<file path="src/rtl/masked_mahalanobis_distance_unit_assert.svh">
// assertion macros used by the top rtl file
`ifndef MASKED_MAHALANOBIS_DISTANCE_UNIT_ASSERT_SVH
`define MASKED_MAHALANOBIS_DISTANCE_UNIT_ASSERT_SVH

// consequent checked in the same cycle as the antecedent
`define MMD_ASSERT_NOW(label, clk, rst, ante, cons, msg) \
   label: assert property (@(posedge clk) disable iff (rst) (ante) |-> (cons)) \
      else $error(msg);

// consequent checked in the cycle after the antecedent
`define MMD_ASSERT_NEXT(label, clk, rst, ante, cons, msg) \
   label: assert property (@(posedge clk) disable iff (rst) (ante) |=> (cons)) \
      else $error(msg);

`endif

</file>
<file path="src/rtl/mmd_mul.sv">
`timescale 1ns / 1ps

module mmd_mul #(
   parameter int WIDTH = 32
) (
   input  logic                      clock,
   input  logic signed [WIDTH-1:0]   op_a,
   input  logic signed [WIDTH-1:0]   op_b,
   output logic signed [2*WIDTH-1:0] product
);

   logic signed [2*WIDTH-1:0] product_ff;

   // full precision signed product, registered
   always_ff @(posedge clock) begin
      product_ff <= op_a * op_b;
   end

   assign product = product_ff;

endmodule

</file>
<file path="config.mk">
export PLATFORM = sky130hd
export DESIGN_NAME = mmd_mul
export DESIGN_NICKNAME = d
export VERILOG_FILES = /design/src/rtl/masked_mahalanobis_distance_unit_assert.svh /design/src/rtl/mmd_mul.sv
export SDC_FILE = /design/constraint.sdc
export NUM_CORES = 2
export LEC_CHECK = 0
export ABC_AREA = 1
export BUFFER_PORTS_ARGS = -buffer_cell sky130_fd_sc_hd__buf_2
export CAP_MARGIN = 30
export CORE_MARGIN = 2
export CORE_UTILIZATION = 45
export CTS_CLUSTER_SIZE = 30
export DETAILED_ROUTE_END_ITERATION = 12
export PLACE_DENSITY = 0.68
export SLEW_MARGIN = 10
export SYNTH_ARGS = -nofsm -noshare
export SYNTH_HDL_FRONTEND = slang
export SYNTH_SLANG_ARGS = --single-unit
</file>
<file path="constraint.sdc">
create_clock -name clock -period 17 [get_ports clock]
set_clock_uncertainty 0.2 [all_clocks]
set_input_delay 0 -clock clock [delete_from_list [all_inputs] [get_ports clock]]
set_output_delay 0 -clock clock [all_outputs]
set_load 0.05 [all_outputs]
</file>
==> results.toml <==
[routing]
drt_pass1_iterations = 11
ant_nets = 0
via_per_inst = 4.921
postRouteWirelength_mm = 110.8
drc = 3
routedWlPerCell_um = 17.69
drtIter0Drc = 2275
vias = 30820

[grt]
grt-ovfl-total = 0
grt_max_degree = 33
antenna_found_initial = 7
grt_pass1_wl_mm = 180.1
first_global_vias = 33210
track_usage_pct = 25.48

[timing]
fmax_mhz = 126.4
rsz0062_at_grt = "false"
setup_viol = 0
slew_violations = 0
finalCritPeriodShare_pct = 46.53
hold_viol_final = 0
min_period_ps = 7909
relSlewSlack_pct = 38.20
tightest_slew_ps = 927.1
setup_tns_ps = 0

[final_layout]
drive_gt1_share_pct = 4.732
fillers = 8583
area_growth_pct = 4.485
multi_input_area_um2 = 31820
largest_reg_flops = 64
layout.nets = 6419
seqCellArea_um2 = 1281

[cts]
cts_max_level = 3
clock_path_buffers = 2
clk_pin_slew_ps = 60
cts_tree = "done"
cts_buffers = 9
root_buffer = "clkbuf_16"
clock_sinks = 64

[setup_path]
crit_start = "op_b[0]"
cp.required_ps = 17050
cp_max_fo = 32
arrival_ps = 7960
crit_end = "product[61]"
path_class = "in -> reg"
startpoint_type = "input pin"
end_kind = "flop"

[placed_design]
place_congestion = 0.9927
io_buffer_count = 128
hpwl_mm = 93.94

[floorplan]
rows = 109
die_h_um = 302.9
start_util_pct = 45.42
io_pins = 129
dieArea_um2 = 91750
die_w_um = 302.9
core-area_um2 = 88510

[synthesis]
synth_area_leaders = "fa_1 (54%), inv_1 (16%), nand2_1 (14%)"
ys_ff_latch = 64
yosysWarnings = 0
ys_types = 27
netlist_instances = 5124
synth_seq_area_share_pct = 3.187
syn-num-nets = 6455
synth_top_area_share_pct = 53.88
syn_area_um2 = 40200
avgSynthCellArea_um2 = 7.846
synth_top_area_cell = "fa_1"

[min_path]
hold_class = "in -> reg"

[status]
violations = "DRC"
status = "finished with violations"

[job]
drv_cap = 0
==> cell families (layout without fill, tap and decap cells) <==
kind of cell,count (synthesis),after routing,share of synthesized area (%)
other,0,4,0
XOR/XNOR,34,34,0.7407
buffers and inverters,1892,1861,17.66
AO/OA/AOI/OAI,95,95,1.260
adder cells (fa/ha/maj),1266,1266,59.60
flip-flops,64,64,3.187
AND/OR/NAND/NOR,1773,1773,17.55
==> area by class of cell <==
| class | instances | share of cell area [%] |
|---|---|---|
| antenna | 4 | 0.02383 |
| multi-input combinational | 3168 | 75.75 |
| tap | 1165 | 3.470 |
| clock buffer | 12 | 0.6106 |
| clock inverter | 4 | 0.06851 |
| inverter | 1700 | 15.19 |
| timing repair buffer | 145 | 1.835 |
| sequential | 64 | 3.050 |
==> per-layer routing <==
layer	global-route usage, %	wire [um]	vias to the layer above
li1	-	-	13860
met1	34.03	44900	15630
met2	42.68	54120	1118
met3	4.275	8217	205
met4	7.694	3484	6
met5	0	32	-
==> cells in the mapped netlist <==
cell / instances
a21oi_1: 62
or2_2: 7
nor2_1: 93
nor2_4: 3
nand3_1: 73
a21oi_2: 1
o21ai_0: 17
nor3_1: 11
a21o_1: 2
inv_1: 1692
o21bai_1: 8
o21ai_1: 4
xor2_1: 31
xnor2_1: 3
nor2_2: 31
nand3_2: 6
o21a_1: 1
nand3b_1: 6
fa_1: 1082
inv_2: 8
ha_1: 184
nand2_1: 1504
clkbuf_1: 192
dfxtp_1: 64
nand4_1: 13
nand2_2: 21
nor3_2: 5
==> critical path, stage by stage <==
cell,delay [ps]
dlygate4sd3_1,520
buf_2,90
buf_4,350
nand2_1,90
inv_1,120
ha_1,300
fa_1,600
fa_1,690
fa_1,1020
inv_1,460
fa_1,600
inv_1,60
fa_1,530
inv_1,50
fa_1,470
inv_1,60
fa_1,450
ha_1,380
a21oi_1,340
nor2_1,70
nor2_1,150
nand2_1,100
nand2_1,60
nand2_1,40
a21oi_1,160
nand2_1,70
nand2_1,50
nand2_1,40
==> through the flow <==
| step | std cells | area, um2 | worst slack, ps | hold WS, ps | utilization, % |
|---|---|---|---|---|---|
| finish | 6262 | 42010 | 9091 | 28.84 | 47.46 |
| floorplan | 5124 | 40200 | 10160 | -102.4 | - |
| detailed placement | 6241 | 41700 | 8886 | 267.8 | 47.12 |
| CTS | 6258 | 42000 | 9056 | 26.26 | 47.45 |
| global placement | 6241 | 41700 | 9003 | 269.0 | 47.12 |
| global route | 6262 | 42010 | 8583 | 58.28 | 47.46 |
==> layout by cell type (no fill, tap or decap), types with 2 or more instances in the layout <==
cell type   synthesis  final
inv_1            1692   1692
nand2_1          1504   1504
fa_1             1082   1082
ha_1              184    184
buf_2               0    128
nor2_1             93     93
nand3_1            73     73
dfxtp_1            64     64
a21oi_1            62     62
nor2_2             31     31
xor2_1             31     31
nand2_2            21     21
o21ai_0            17     17
buf_4               0     16
nand4_1            13     13
nor3_1             11     11
clkbuf_16           0      9
o21bai_1            8      8
inv_2               8      8
or2_2               7      7
nand3b_1            6      6
nand3_2             6      6
nor3_2              5      5
diode_2             0      4
o21ai_1             4      4
xnor2_1             3      3
nor2_4              3      3
a21o_1              2      2
clkinvlp_4          0      2
clkbuf_8            0      2
==> how the worst min path moves through the flow <==
stage / start / to / slack [ps] / cells after the start
floorplan: op_b[0] / product[0] / -100 / 2
global placement: product[2] / product[2] / 270 / 1
detailed placement: product[3] / product[3] / 270 / 1
CTS: op_a[0] / product[0] / 30 / 4
global route: op_a[0] / product[0] / 60 / 4
finish: op_a[0] / product[0] / 30 / 4
==> what timing repair did <==
item                                    CTS  global route
buffers inserted                          0             0
hold endpoints to repair                  1             0
hold buffers                              1             0
endpoints found under the setup margin    0             0
gates resized for setup                   0             0
Power is left out: the tool's default activity adds up to more than one toggle a clock period on the data nets, which glitch-free logic cannot reach.
