===== src/rtl/masked_mahalanobis_distance_unit_assert.svh =====
// assertion macros used by the top rtl file
`ifndef MASKED_MAHALANOBIS_DISTANCE_UNIT_ASSERT_SVH
`define MASKED_MAHALANOBIS_DISTANCE_UNIT_ASSERT_SVH

// consequent checked in the same cycle as the antecedent
`define MMD_ASSERT_NOW(label, clk, rst, ante, cons, msg) \
   label: assert property (@(posedge clk) disable iff (rst) (ante) |-> (cons)) \
      else $error(msg);

// consequent checked in the cycle after the antecedent
`define MMD_ASSERT_NEXT(label, clk, rst, ante, cons, msg) \
   label: assert property (@(posedge clk) disable iff (rst) (ante) |=> (cons)) \
      else $error(msg);

`endif


===== src/rtl/mmd_pkg.sv =====
`timescale 1ns / 1ps

package mmd_pkg;

   // fixed field widths of the ports
   localparam int MODE_W      = 2;
   localparam int IDX_W       = 4;
   localparam int VALUE_W     = 32;
   localparam int DIST_W      = 63;
   localparam int LEN_W       = 5;
   localparam int MASK_W      = 16;
   localparam int MASK_IDX_W  = 4;
   localparam int CSR_INDEX_W = 2;
   localparam int CSR_DATA_W  = 16;

   // request modes
   localparam logic [MODE_W-1:0] MODE_QUERY  = 2'd0;
   localparam logic [MODE_W-1:0] MODE_MATRIX = 2'd1;
   localparam logic [MODE_W-1:0] MODE_TEST   = 2'd2;

   // register indexes
   localparam logic [CSR_INDEX_W-1:0] CSR_VECTOR_LENGTH = 2'd0;
   localparam logic [CSR_INDEX_W-1:0] CSR_ELEMENT_MASK  = 2'd1;

   localparam logic [LEN_W-1:0]  LEN_RESET  = 5'd16;
   localparam logic [MASK_W-1:0] MASK_RESET = 16'd0;

   // sequencer to accumulator controls
   typedef struct packed {
      logic row_clear;
      logic row_add;
      logic row_sat_load;
      logic quad_clear;
      logic quad_add;
      logic finish;
   } acc_ctrl_type;

endpackage


===== src/rtl/mmd_acc.sv =====
`timescale 1ns / 1ps

module mmd_acc #(
   parameter int MAX_LEN    = 16,
   parameter int VALUE_BITS = 32
) (
   input  logic                           clock,
   input  logic                           reset,
   input  mmd_pkg::acc_ctrl_type          ctrl,
   input  logic signed [2*VALUE_BITS-1:0] product,
   output logic signed [VALUE_BITS-1:0]   row_sat,
   output logic [mmd_pkg::DIST_W-1:0]     distance
);

   import mmd_pkg::*;

   localparam int LW     = $clog2(MAX_LEN) + 1;
   localparam int PW     = 2 * VALUE_BITS;
   localparam int ROW_W  = PW - 16 + LW;
   localparam int QW0    = PW + LW;
   localparam int QUAD_W = (QW0 > DIST_W + 1) ? QW0 : DIST_W + 1;

   logic signed [ROW_W-1:0]      row_sum_ff;
   logic signed [ROW_W-1:0]      row_term;
   logic signed [QUAD_W-1:0]     quad_ff;
   logic signed [QUAD_W-1:0]     quad_term;
   logic signed [QUAD_W-1:0]     quad_mag;
   logic                         row_fits;
   logic signed [VALUE_BITS-1:0] row_sat_ff;
   logic signed [VALUE_BITS-1:0] row_sat_in;
   logic [DIST_W-1:0]            distance_ff;
   logic [DIST_W-1:0]            distance_in;

   // dropping the low 16 bits of a signed product rounds toward minus infinity
   assign row_term  = {{LW{product[PW-1]}}, product[PW-1:16]};
   assign quad_term = {{(QUAD_W-PW){product[PW-1]}}, product};

   assign row_fits = (&row_sum_ff[ROW_W-1:VALUE_BITS-1]) |
                     (~|row_sum_ff[ROW_W-1:VALUE_BITS-1]);
   assign row_sat_in = row_fits ? row_sum_ff[VALUE_BITS-1:0] :
                       (row_sum_ff[ROW_W-1] ? {1'b1, {(VALUE_BITS-1){1'b0}}} :
                                              {1'b0, {(VALUE_BITS-1){1'b1}}});

   assign quad_mag    = quad_ff[QUAD_W-1] ? -quad_ff : quad_ff;
   assign distance_in = (|quad_mag[QUAD_W-1:DIST_W]) ? {DIST_W{1'b1}} :
                                                        quad_mag[DIST_W-1:0];

   always_ff @(posedge clock) begin
      if (reset) begin
         row_sum_ff <= '0;
         quad_ff    <= '0;
      end else begin
         if (ctrl.row_clear) begin
            row_sum_ff <= '0;
         end else if (ctrl.row_add) begin
            row_sum_ff <= row_sum_ff + row_term;
         end
         if (ctrl.quad_clear) begin
            quad_ff <= '0;
         end else if (ctrl.quad_add) begin
            quad_ff <= quad_ff + quad_term;
         end
      end
   end

   always_ff @(posedge clock) begin
      if (ctrl.row_sat_load) begin
         row_sat_ff <= row_sat_in;
      end
      if (ctrl.finish) begin
         distance_ff <= distance_in;
      end
   end

   assign row_sat  = row_sat_ff;
   assign distance = distance_ff;

endmodule


===== config.mk =====
export PLATFORM = sky130hd
export DESIGN_NAME = mmd_acc
export DESIGN_NICKNAME = d
export VERILOG_FILES = /design/src/rtl/masked_mahalanobis_distance_unit_assert.svh /design/src/rtl/mmd_pkg.sv /design/src/rtl/mmd_acc.sv
export SDC_FILE = /design/constraint.sdc
export NUM_CORES = 1
export LEC_CHECK = 0
export BUFFER_PORTS_ARGS = -buffer_cell sky130_fd_sc_hd__buf_2
export CAP_MARGIN = 10
export CORE_ASPECT_RATIO = 0.6
export CORE_MARGIN = 8
export CORE_UTILIZATION = 56
export CTS_BUF_LIST = sky130_fd_sc_hd__clkbuf_4 sky130_fd_sc_hd__clkbuf_8
export DETAILED_ROUTE_END_ITERATION = 10
export GPL_TIMING_DRIVEN = 0
export PLACE_DENSITY = 0.81
export RECOVER_POWER = 100
export SYNTH_ARGS = -nofsm -noshare
export SYNTH_HDL_FRONTEND = slang
export SYNTH_SLANG_ARGS = --single-unit

===== constraint.sdc =====
create_clock -name clock -period 3.7 [get_ports clock]
set_clock_uncertainty 0.2 [all_clocks]
set_input_delay 0.185 -clock clock [delete_from_list [all_inputs] [get_ports clock]]
set_output_delay 0.185 -clock clock [all_outputs]
set_load 0.05 [all_outputs]

==> results of run 1 <==
-- synthesized netlist by cell type, drive strengths merged, types with 8 or more instances --
cell type / instances / area, um2
o41ai: 14 / 123
a211oi: 15 / 113
o21ai: 123 / 616
o31ai: 25 / 188
dfxtp: 122 / 2440
inv: 35 / 131
buf: 15 / 103
a21oi: 155 / 776
and2: 8 / 50.1
or2: 10 / 65.1
xnor2: 66 / 578
nor2: 149 / 567
nor3: 25 / 125
xor2: 101 / 885
nand3: 31 / 155
ha: 121 / 1510
o21a: 12 / 90.1
nand2b: 12 / 75.1
nor4: 14 / 109
edfxtp: 95 / 2850
and3: 8 / 50.1
or4: 16 / 131
o21bai: 27 / 203
nand2: 205 / 782
clkbuf: 68 / 255
nand4: 46 / 288
nor2b: 12 / 75.1
a21o: 97 / 729
a31oi: 12 / 75.1
o211ai: 16 / 120
mux2i: 69 / 691
-- layout by cell type (no fill, tap or decap), types with 16 or more instances in the layout --
cell type      instances
nand2_1              194
clkbuf_1             165
a21oi_1              152
nor2_1               148
o21ai_0              114
dfxtp_1              106
ha_1                 103
xor2_1               100
a21o_1                96
edfxtp_1              95
mux2i_1               69
buf_2                 69
xnor2_1               66
nand4_1               46
clkbuf_8              42
inv_1                 35
buf_4                 34
nand3_1               30
o21bai_1              27
dlygate4sd3_1         25
nor3_1                22
o31ai_1               20
o211ai_1              16
-- metrics by stage --
stage / instance area (um2) / std cells / setup WS, ns / utilization (%)
global placement: 17000 / 2338 / -0.852 / 61.7
detailed placement: 17000 / 2339 / -0.885 / 61.7
CTS: 18600 / 2454 / -0.388 / 67.4
global route: 18800 / 2469 / -0.483 / 68.3
finish: 18800 / 2469 / -0.404 / 68.3
floorplan: 15700 / 1805 / -0.158 / -
-- routing by layer --
metal | routed length (um) | share of wire (%)
met5 | 0 | 0
met4 | 1040 | 2.0
met3 | 5730 | 11
met2 | 22300 | 43
met1 | 23300 | 44
-- sequential cells by signal, summed over array words and instances (netlist names) --
register    flops
distance       63
quad_ff        69
row_sat        32
row_sum_ff     53
-- power groups by stage --
stage / Clock [mW] / Sequential (mW) / Combinational (mW)
floorplan: 0 / 3.49 / 1.26
global placement: 0 / 2.98 / 2.37
detailed placement: 0 / 2.99 / 2.42
CTS: 2.35 / 2.94 / 2.57
global route: 2.45 / 2.97 / 2.83
finish: 2.34 / 2.95 / 2.65
-- cell type report --
cell class	instances	area (um2)
multi-input combinational	1469	10500
fill	2272	8720
sequential	217	5320
timing repair buffer	237	1310
clock buffer	50	638
tap	367	459
buffer	77	347
inverter	36	135
clock inverter	16	129
-- how the worst min path moves through the flow --
stage                     endpoint  cells past startpoint  slack (ns)      startpoint
floorplan              distance[0]                      0         0.1         ctrl[0]
global placement    row_sum_ff[49]                      2        0.29  row_sum_ff[49]
detailed placement  row_sum_ff[45]                      2        0.30  row_sum_ff[45]
CTS                     row_sat[8]                      1        0.01         ctrl[3]
global route        row_sum_ff[44]                      3        0.02     product[60]
finish              row_sum_ff[44]                      3      -0.001     product[60]
-- cells by family after synthesis --
logic type / count (synthesis) / synth area share, %
AO/OA/AOI/OAI: 551 / 22.4
XOR/XNOR: 167 / 9.33
adder cells (fa/ha/maj): 123 / 9.91
buffers and inverters: 119 / 3.14
flip-flops: 217 / 33.8
multiplexers: 69 / 4.41
AND/OR/NAND/NOR: 559 / 17.0
-- what timing repair did --
item	4_1_cts	5_1_grt
resized for setup	72	81
pin swaps	23	35
hold buffers	25	0
cloned	1	0
setup buffers	26	19
endpoints found under the setup margin	111	102
hold endpoints to repair	46	0
-- critical path, cell delays in order (launching register included) --
cell and delay (ns):
dfxtp_2 0.37, or4_4 0.59, nor4_4 0.43, nand2_2 0.19
or2_2 0.41, or4_4 0.48, nor3b_1 0.27, a21oi_1 0.10
o32ai_2 0.15, o21ai_2 0.12, nor2_4 0.15, buf_12 0.16
buf_12 0.14, nand2_2 0.08
==> results.yml, run 1 <==
outcome:
  status: "finished with violations"
  violations: "hold timing, capacitance limit, slew limit, setup timing"
clock_tree:
  cts_root_buf: "clkbuf_8"
  cts-htree-levels: 2
  cts_buffers: 36
  clkLatencyLatePin_ns: 0.57
  tritoncts: "built"
  cts_max_path_buffers: 3
  clkSinkCount: 217
  clk_pin_slew_ns: 0.07
yosys:
  syn-num-nets: 2000
  synth_ff_type: "dfxtp_1"
  synthArstFlopShare_pct: 0
  yosysWarnings: 0
  synth_edf_count: 95
  ys_ff_latch: 217
  synth.yosys.seq_area_share_pct: 33.8
  syn_area_per_cell_um2: 8.68
  synthesis.area_mm2: 0.0157
  synth_cells: 1805
  synth.distinct_cells: 78
route:
  drtPass1Iterations: 5
  drc: 0
  antenna_left: 0
  viasPerCell: 6.32
  dr_total_vias: 15600
  wl_per_cell_um: 21.2
  finalWirelength_um: 52300
  drtIter0Drc: 1896
final_layout:
  area_delta_synth_final_pct: 19.9
  nNetsFinal: 2269
  drive_gt1_share_pct: 13.9
  n_antenna_cell: 0
power_and_ir_drop:
  clkPwrFrac_pct: 29.4
  max-vdd-ir-drop_v: 0.000402
  power_frac_comb_pct: 33.4
  p_leak_nw: 7.97
  seq_power_share_pct: 37.2
  power_switching_mw: 3.03
  p_per_area_mw_per_mm2: 423
  p_int_mw: 4.91
  power_mw: 7.94
  swShare_pct: 38.1
sta:
  whs_ns: -0.00103
  hold_viol: 1
  setup_tns_ns: -26.62
  period_share_pct: 111
  fin_crit_ns: 4.10
  rsz0062_at_grt: "yes"
  setup_ws_ns: -0.404
  tightestPinTransition_ns: 1.83
  finalMaxSlewViolations: 33
  setup_viol: 93
  max_freq_mhz: 244
  worst_slew_margin_rel_pct: -21.8
worst_setup_path:
  critPathLaunchType: "register"
  crit_path_end_kind: "register"
  path_max_fanout: 10
  rrSetupSlack_ns: -0.40
  cp-endpoint: "distance[33]"
  reg2reg_to: "distance[33]"
  crit_start: "quad_ff[9]"
  worstPathRequired_ns: 3.80
  critical_path_class: "reg2reg"
  arrival_ns: 4.21
  worstRegToRegCells: 13
  r2r-start: "quad_ff[9]"
grt:
  grt_pass1_vias: 14100
  grt_max_degree: 42
  grt_util_met1_pct: 42.9
  grt_pass1_wl_um: 78900
  top_usage_layer: "met1"
  antenna_found_initial: 0
  grt_overflow: 0
  use_met2_pct: 41.3
  track_usage_pct: 28.7
  gr-usage-met3_pct: 6.13
placed_design:
  gp_congestion: 0.961
  io_buffer_count: 166
  dp_hpwl_um: 38500
die:
  die_x_um: 232
  core_region_area_mm2: 0.0275
  die_area_mm2: 0.0338
  fp-row-count: 47
  fp.dieH_um: 146
  io-pin-count: 167
  start_util_pct: 57.0
worst_hold_path:
  holdCritPathClass: "in2reg"
job:
  drv_cap: 1
(Power assumes the default switching activity.)
==> inputs of run 2 (changes only) <==
--- a/config.mk
+++ b/config.mk
@@ -9,12 +9,12 @@
 export CAP_MARGIN = 10
 export CORE_ASPECT_RATIO = 0.6
 export CORE_MARGIN = 8
-export CORE_UTILIZATION = 56
+export CORE_UTILIZATION = 43
 export CTS_BUF_LIST = sky130_fd_sc_hd__clkbuf_4 sky130_fd_sc_hd__clkbuf_8
 export DETAILED_ROUTE_END_ITERATION = 10
-export GPL_TIMING_DRIVEN = 0
-export PLACE_DENSITY = 0.81
+export PLACE_DENSITY = 0.65
 export RECOVER_POWER = 100
+export SKIP_CTS_REPAIR_TIMING = 1
 export SYNTH_ARGS = -nofsm -noshare
 export SYNTH_HDL_FRONTEND = slang
 export SYNTH_SLANG_ARGS = --single-unit
==> results.yml, run 2 (synthesized netlist as in run 1, its figures left out) <==
power_and_ir_drop:
  seq_power_share_pct: 35.4
  clkPwrFrac_pct: 31.6
  power_switching_mw: 3.03
  p_leak_nw: 8.59
  p_int_mw: 5.24
  p_per_area_mw_per_mm2: 425
  max-vdd-ir-drop_v: 0.000224
  power_frac_comb_pct: 33.0
  swShare_pct: 36.6
  power_mw: 8.28
route:
  drtIter0Drc: 1408
  finalWirelength_um: 51200
  viasPerCell: 5.70
  wl_per_cell_um: 19.3
  drtPass1Iterations: 6
  dr_total_vias: 15100
  drc: 0
  antenna_left: 0
clock_tree:
  cts-htree-levels: 2
  cts_root_buf: "clkbuf_8"
  clkLatencyLatePin_ns: 0.58
  clkSinkCount: 217
  cts_buffers: 38
  tritoncts: "built"
  cts_max_path_buffers: 3
  clk_pin_slew_ns: 0.06
final_layout:
  stdcell_count: 2650
  largest_reg_flops: 69
  n_antenna_cell: 0
  seq_area_mm2: 0.00530
  layout_common_cells: "194 x nand2_1, 176 x buf_4, 152 x a21oi_1, 147 x nor2_1, 118 x dfxtp_1"
  drive_gt1_share_pct: 18.5
  fillers: 3378
  top_register: "quad_ff"
  area_delta_synth_final_pct: 24.3
  nNetsFinal: 2339
  multi_input_area_mm2: 0.0102
  final_common_cell: "nand2_1"
placed_design:
  io_buffer_count: 166
  place_ws_ns: -0.275
  place_inst: 2560
  gp_congestion: 0.981
  dp_hpwl_um: 39000
die:
  core_region_area_mm2: 0.0361
  die_x_um: 262
  start_util_pct: 43.4
  io-pin-count: 167
  fp-row-count: 54
  die_area_mm2: 0.0430
  fp.dieH_um: 164
sta:
  fin_crit_ns: 3.99
  rsz0062_at_grt: "yes"
  setup_viol: 80
  finalMaxSlewViolations: 80
  max_freq_mhz: 250
  hold_viol: 3
  whs_ns: -0.0313
  tightestPinTransition_ns: 1.78
  period_share_pct: 108
  setup_ws_ns: -0.294
  worst_slew_margin_rel_pct: -18.4
job:
  drv_cap: 3
worst_setup_path:
  worstPathRequired_ns: 3.83
  crit_path_end_kind: "register"
  path_max_fanout: 10
  critical_path_class: "reg2reg"
  arrival_ns: 4.12
  critPathLaunchType: "register"
grt:
  track_usage_pct: 22.2
  antenna_found_initial: 0
  grt_pass1_vias: 14100
  grt_max_degree: 47
  grt_overflow: 0
  grt_pass1_wl_um: 77800
worst_hold_path:
  holdCritPathClass: "in2reg"
outcome:
  violations: "hold timing, capacitance limit, slew limit, setup timing"
  status: "finished with violations"
-- run 2: cell count changes in the layout (fill, tap and decap cells not counted), sizes merged --
| cell | previous run | this run |
|---|---|---|
| buf | 118 | 251 |
| clkbuf | 221 | 170 |
| dlygate4sd3 | 25 | 10 |
| bufinv | 2 | 5 |
| clkinvlp | 1 | 3 |
-- run 2: layout make-up --
cell class / count / share of cell area, %
timing repair buffer: 382 / 12.3
tap: 476 / 3.06
inverter: 36 / 0.694
clock buffer: 49 / 3.30
clock inverter: 21 / 1.21
multi-input combinational: 1469 / 52.2
sequential: 217 / 27.2
-- run 2: per-stage QoR --
step / area [um2] / utilization, % / hold WS (ns) / setup TNS (ns)
final: 19500 / 53.9 / -0.0313 / -18.03
after global routing: 19500 / 53.9 / 0.000948 / -32.51
after CTS: 19100 / 52.9 / -0.233 / -16.10
after detailed placement: 18300 / 50.5 / 0.306 / -14.57
after global placement: 18300 / 50.5 / 0.283 / -12.33
after floorplan: 15700 / - / 0.0975 / -8.61
-- run 2: layer usage --
layer / vias to the layer above / share of wire [%] / global-route usage (%)
li1: 7357 / - / -
met1: 7161 / 48 / 31.6
met2: 511 / 42 / 33.0
met3: 73 / 7.9 / 6.00
met4: 0 / 1.7 / 5.27
met5: - / 0 / 0
-- run 2: critical path: stages (launching register included) --
cell	delay, ns
dfxtp_2	0.32
or4_4	0.55
nor4_4	0.15
or4b_4	0.49
or3_4	0.35
or2_4	0.26
or4_4	0.45
nor3b_2	0.18
a21o_2	0.11
a32oi_2	0.12
nor2_4	0.16
buf_12	0.15
buf_6	0.19
nand2_1	0.07
-- run 2: path summary, 6_finish.rpt --
check                              startpoint             end  slack, ns  cells past startpoint
worst min register to register  row_sum_ff[8]   row_sum_ff[8]       0.32                      2
worst max register to register    quad_ff[49]    distance[16]      -0.29                     13
worst min-delay path                    reset  row_sum_ff[50]      -0.03                      5
worst max-delay path              quad_ff[49]    distance[16]      -0.29                     13
-- run 2: power groups by stage --
stage / logic [mW] / clock network (mW) / registers [mW]
finish: 2.73 / 2.62 / 2.93
global route: 2.94 / 2.78 / 2.95
CTS: 2.62 / 2.67 / 2.92
detailed placement: 2.61 / 0 / 2.97
global placement: 2.57 / 0 / 2.97
floorplan: 1.26 / 0 / 3.49
==> inputs of run 3 (changes only) <==
--- a/config.mk
+++ b/config.mk
@@ -5,14 +5,14 @@
 export SDC_FILE = /design/constraint.sdc
 export NUM_CORES = 1
 export LEC_CHECK = 0
-export BUFFER_PORTS_ARGS = -buffer_cell sky130_fd_sc_hd__buf_2
 export CAP_MARGIN = 10
 export CORE_ASPECT_RATIO = 0.6
 export CORE_MARGIN = 8
 export CORE_UTILIZATION = 43
 export CTS_BUF_LIST = sky130_fd_sc_hd__clkbuf_4 sky130_fd_sc_hd__clkbuf_8
 export DETAILED_ROUTE_END_ITERATION = 10
-export PLACE_DENSITY = 0.65
+export DONT_BUFFER_PORTS = 1
+export PLACE_DENSITY = 0.61
 export RECOVER_POWER = 100
 export SKIP_CTS_REPAIR_TIMING = 1
 export SYNTH_ARGS = -nofsm -noshare
==> results.yml, run 3 (synthesized netlist as in run 1, its figures left out) <==
outcome:
  status: "finished with violations"
  violations: "hold timing, capacitance limit, slew limit, setup timing"
power_and_ir_drop:
  p_int_mw: 4.96
  p_per_area_mw_per_mm2: 410
  power_switching_mw: 2.96
  p_leak_nw: 8.45
  max-vdd-ir-drop_v: 0.000244
  swShare_pct: 37.4
  power_frac_comb_pct: 26.3
  seq_power_share_pct: 44.3
  clkPwrFrac_pct: 29.5
grt:
  grt_overflow: 0
  track_usage_pct: 21.8
  grt_max_degree: 64
  grt_pass1_vias: 13400
  grt_pass1_wl_um: 76100
  antenna_found_initial: 0
sta:
  fin_crit_ns: 4.12
  worst_slew_margin_rel_pct: -20.9
  whs_ns: -0.0591
  setup_viol: 87
  period_share_pct: 111
  setup_ws_ns: -0.419
  max_freq_mhz: 243
  hold_viol: 16
  tightestPinTransition_ns: 1.81
  rsz0062_at_grt: "yes"
  finalMaxSlewViolations: 97
final_layout:
  stdcell_count: 2550
  finish.instance_area_mm2: 0.0193
  seq_area_mm2: 0.00530
  top_register: "quad_ff"
  final_common_cell: "nand2_1"
  layout_common_cells: "190 x nand2_1, 179 x buf_4, 152 x a21oi_1, 147 x nor2_1, 117 x o21ai_0"
  largest_reg_flops: 69
  drive_gt1_share_pct: 16.3
  n_antenna_cell: 0
  final_util_pct: 53.4
  nNetsFinal: 2241
  fillers: 3350
  multi_input_area_mm2: 0.0102
  area_delta_synth_final_pct: 23.2
clock_tree:
  clkSinkCount: 217
  cts_buffers: 37
  tritoncts: "built"
  clkLatencyLatePin_ns: 0.59
  cts_root_buf: "clkbuf_8"
  cts-htree-levels: 2
  clk_pin_slew_ns: 0.06
  cts_max_path_buffers: 3
worst_setup_path:
  critPathLaunchType: "register"
  path_max_fanout: 18
  cp_slowest_stage_delay_ns: 0.56
  arrival_ns: 4.24
  cp_slowest_cell: "or4_4"
  cp_common_cell: "or4_4"
  critPathTopFamily: "simple AND/OR/NAND/NOR gates"
  worstPathRequired_ns: 3.82
  critical_path_class: "reg2reg"
  crit_path_end_kind: "register"
  cp_cell_sequence: "or4_4 -> nor4_4 -> or4b_4 -> or3_4 -> or2_4 -> or4_4 -> nor3b_2 -> a21o_2 -> a32oi_2 -> nor2_4 -> buf_12 -> clkbuf_16 -> nand2_1"
  worst-path-buf-inv: 2
route:
  finalWirelength_um: 51400
  top_layer_used: "met4"
  antenna_left: 0
  drc: 0
  drt-met1-wl_um: 25000
  drtIter0Drc: 1506
  dr_total_vias: 14700
  drtPass1Iterations: 7
  wl_met2_um: 21600
  wl_met3_um: 4040
  wl_per_cell_um: 20.2
  viasPerCell: 5.78
die:
  core_region_area_mm2: 0.0361
  start_util_pct: 43.4
  die_area_mm2: 0.0430
  fp.dieH_um: 164
  die_x_um: 262
  io-pin-count: 167
  fp-row-count: 54
placed_design:
  place_inst: 2402
  dp_hpwl_um: 38400
  io_buffer_count: 0
  place_ws_ns: -0.360
  place_area_mm2: 0.0175
  gp_congestion: 0.973
job:
  drv_cap: 2
worst_hold_path:
  holdCritPathClass: "in2reg"
==> run 3: final timing paths <==
path	from	to	slack, ns	cells after the start
setup / recovery	quad_ff[49]	distance[39]	-0.42	13
hold / removal	product[15]	quad_ff[15]	-0.06	5
setup reg to reg	quad_ff[49]	distance[39]	-0.42	13
hold reg to reg	row_sum_ff[45]	row_sum_ff[45]	0.32	2
==> run 3: layout make-up <==
class | count | area share, %
multi-input combinational | 1469 | 52.6
sequential | 217 | 27.5
timing repair buffer | 285 | 12.2
clock buffer | 49 | 3.17
tap | 476 | 3.08
clock inverter | 18 | 0.745
inverter | 36 | 0.700
==> run 3: power by group through the flow <==
stage,Sequential (mW),Clock (mW),Combinational (mW)
2_1_floorplan,3.49,0,1.26
3_3_place_gp,3.55,0,1.77
5_1_grt,3.53,2.48,2.28
4_1_cts,3.51,2.38,1.81
6_report,3.51,2.34,2.08
3_5_place_dp,3.56,0,1.80
==> run 3: worst register-to-register path, stage by stage, from the launching register on <==
cell	delay, ns
dfxtp_2	0.32
or4_4	0.56
nor4_4	0.17
or4b_4	0.50
or3_4	0.36
or2_4	0.26
or4_4	0.45
nor3b_2	0.23
a21o_2	0.13
a32oi_2	0.12
nor2_4	0.17
buf_12	0.15
clkbuf_16	0.19
nand2_1	0.07
==> run 3: layer usage <==
| metal | GRT usage (%) | up-vias |
|---|---|---|
| met2 | 32.1 | 511 |
| li1 | - | 7156 |
| met4 | 4.66 | 0 |
| met3 | 6.53 | 72 |
| met5 | 0 | - |
| met1 | 31.2 | 6996 |
==> run 3: per-stage QoR <==
| step | TNS, ns | total power [mW] |
|---|---|---|
| after floorplan | -8.61 | 4.75 |
| final | -27.53 | 7.92 |
| after detailed placement | -20.54 | 5.36 |
| after global placement | -13.75 | 5.32 |
| after CTS | -21.74 | 7.70 |
| after global routing | -39.16 | 8.29 |
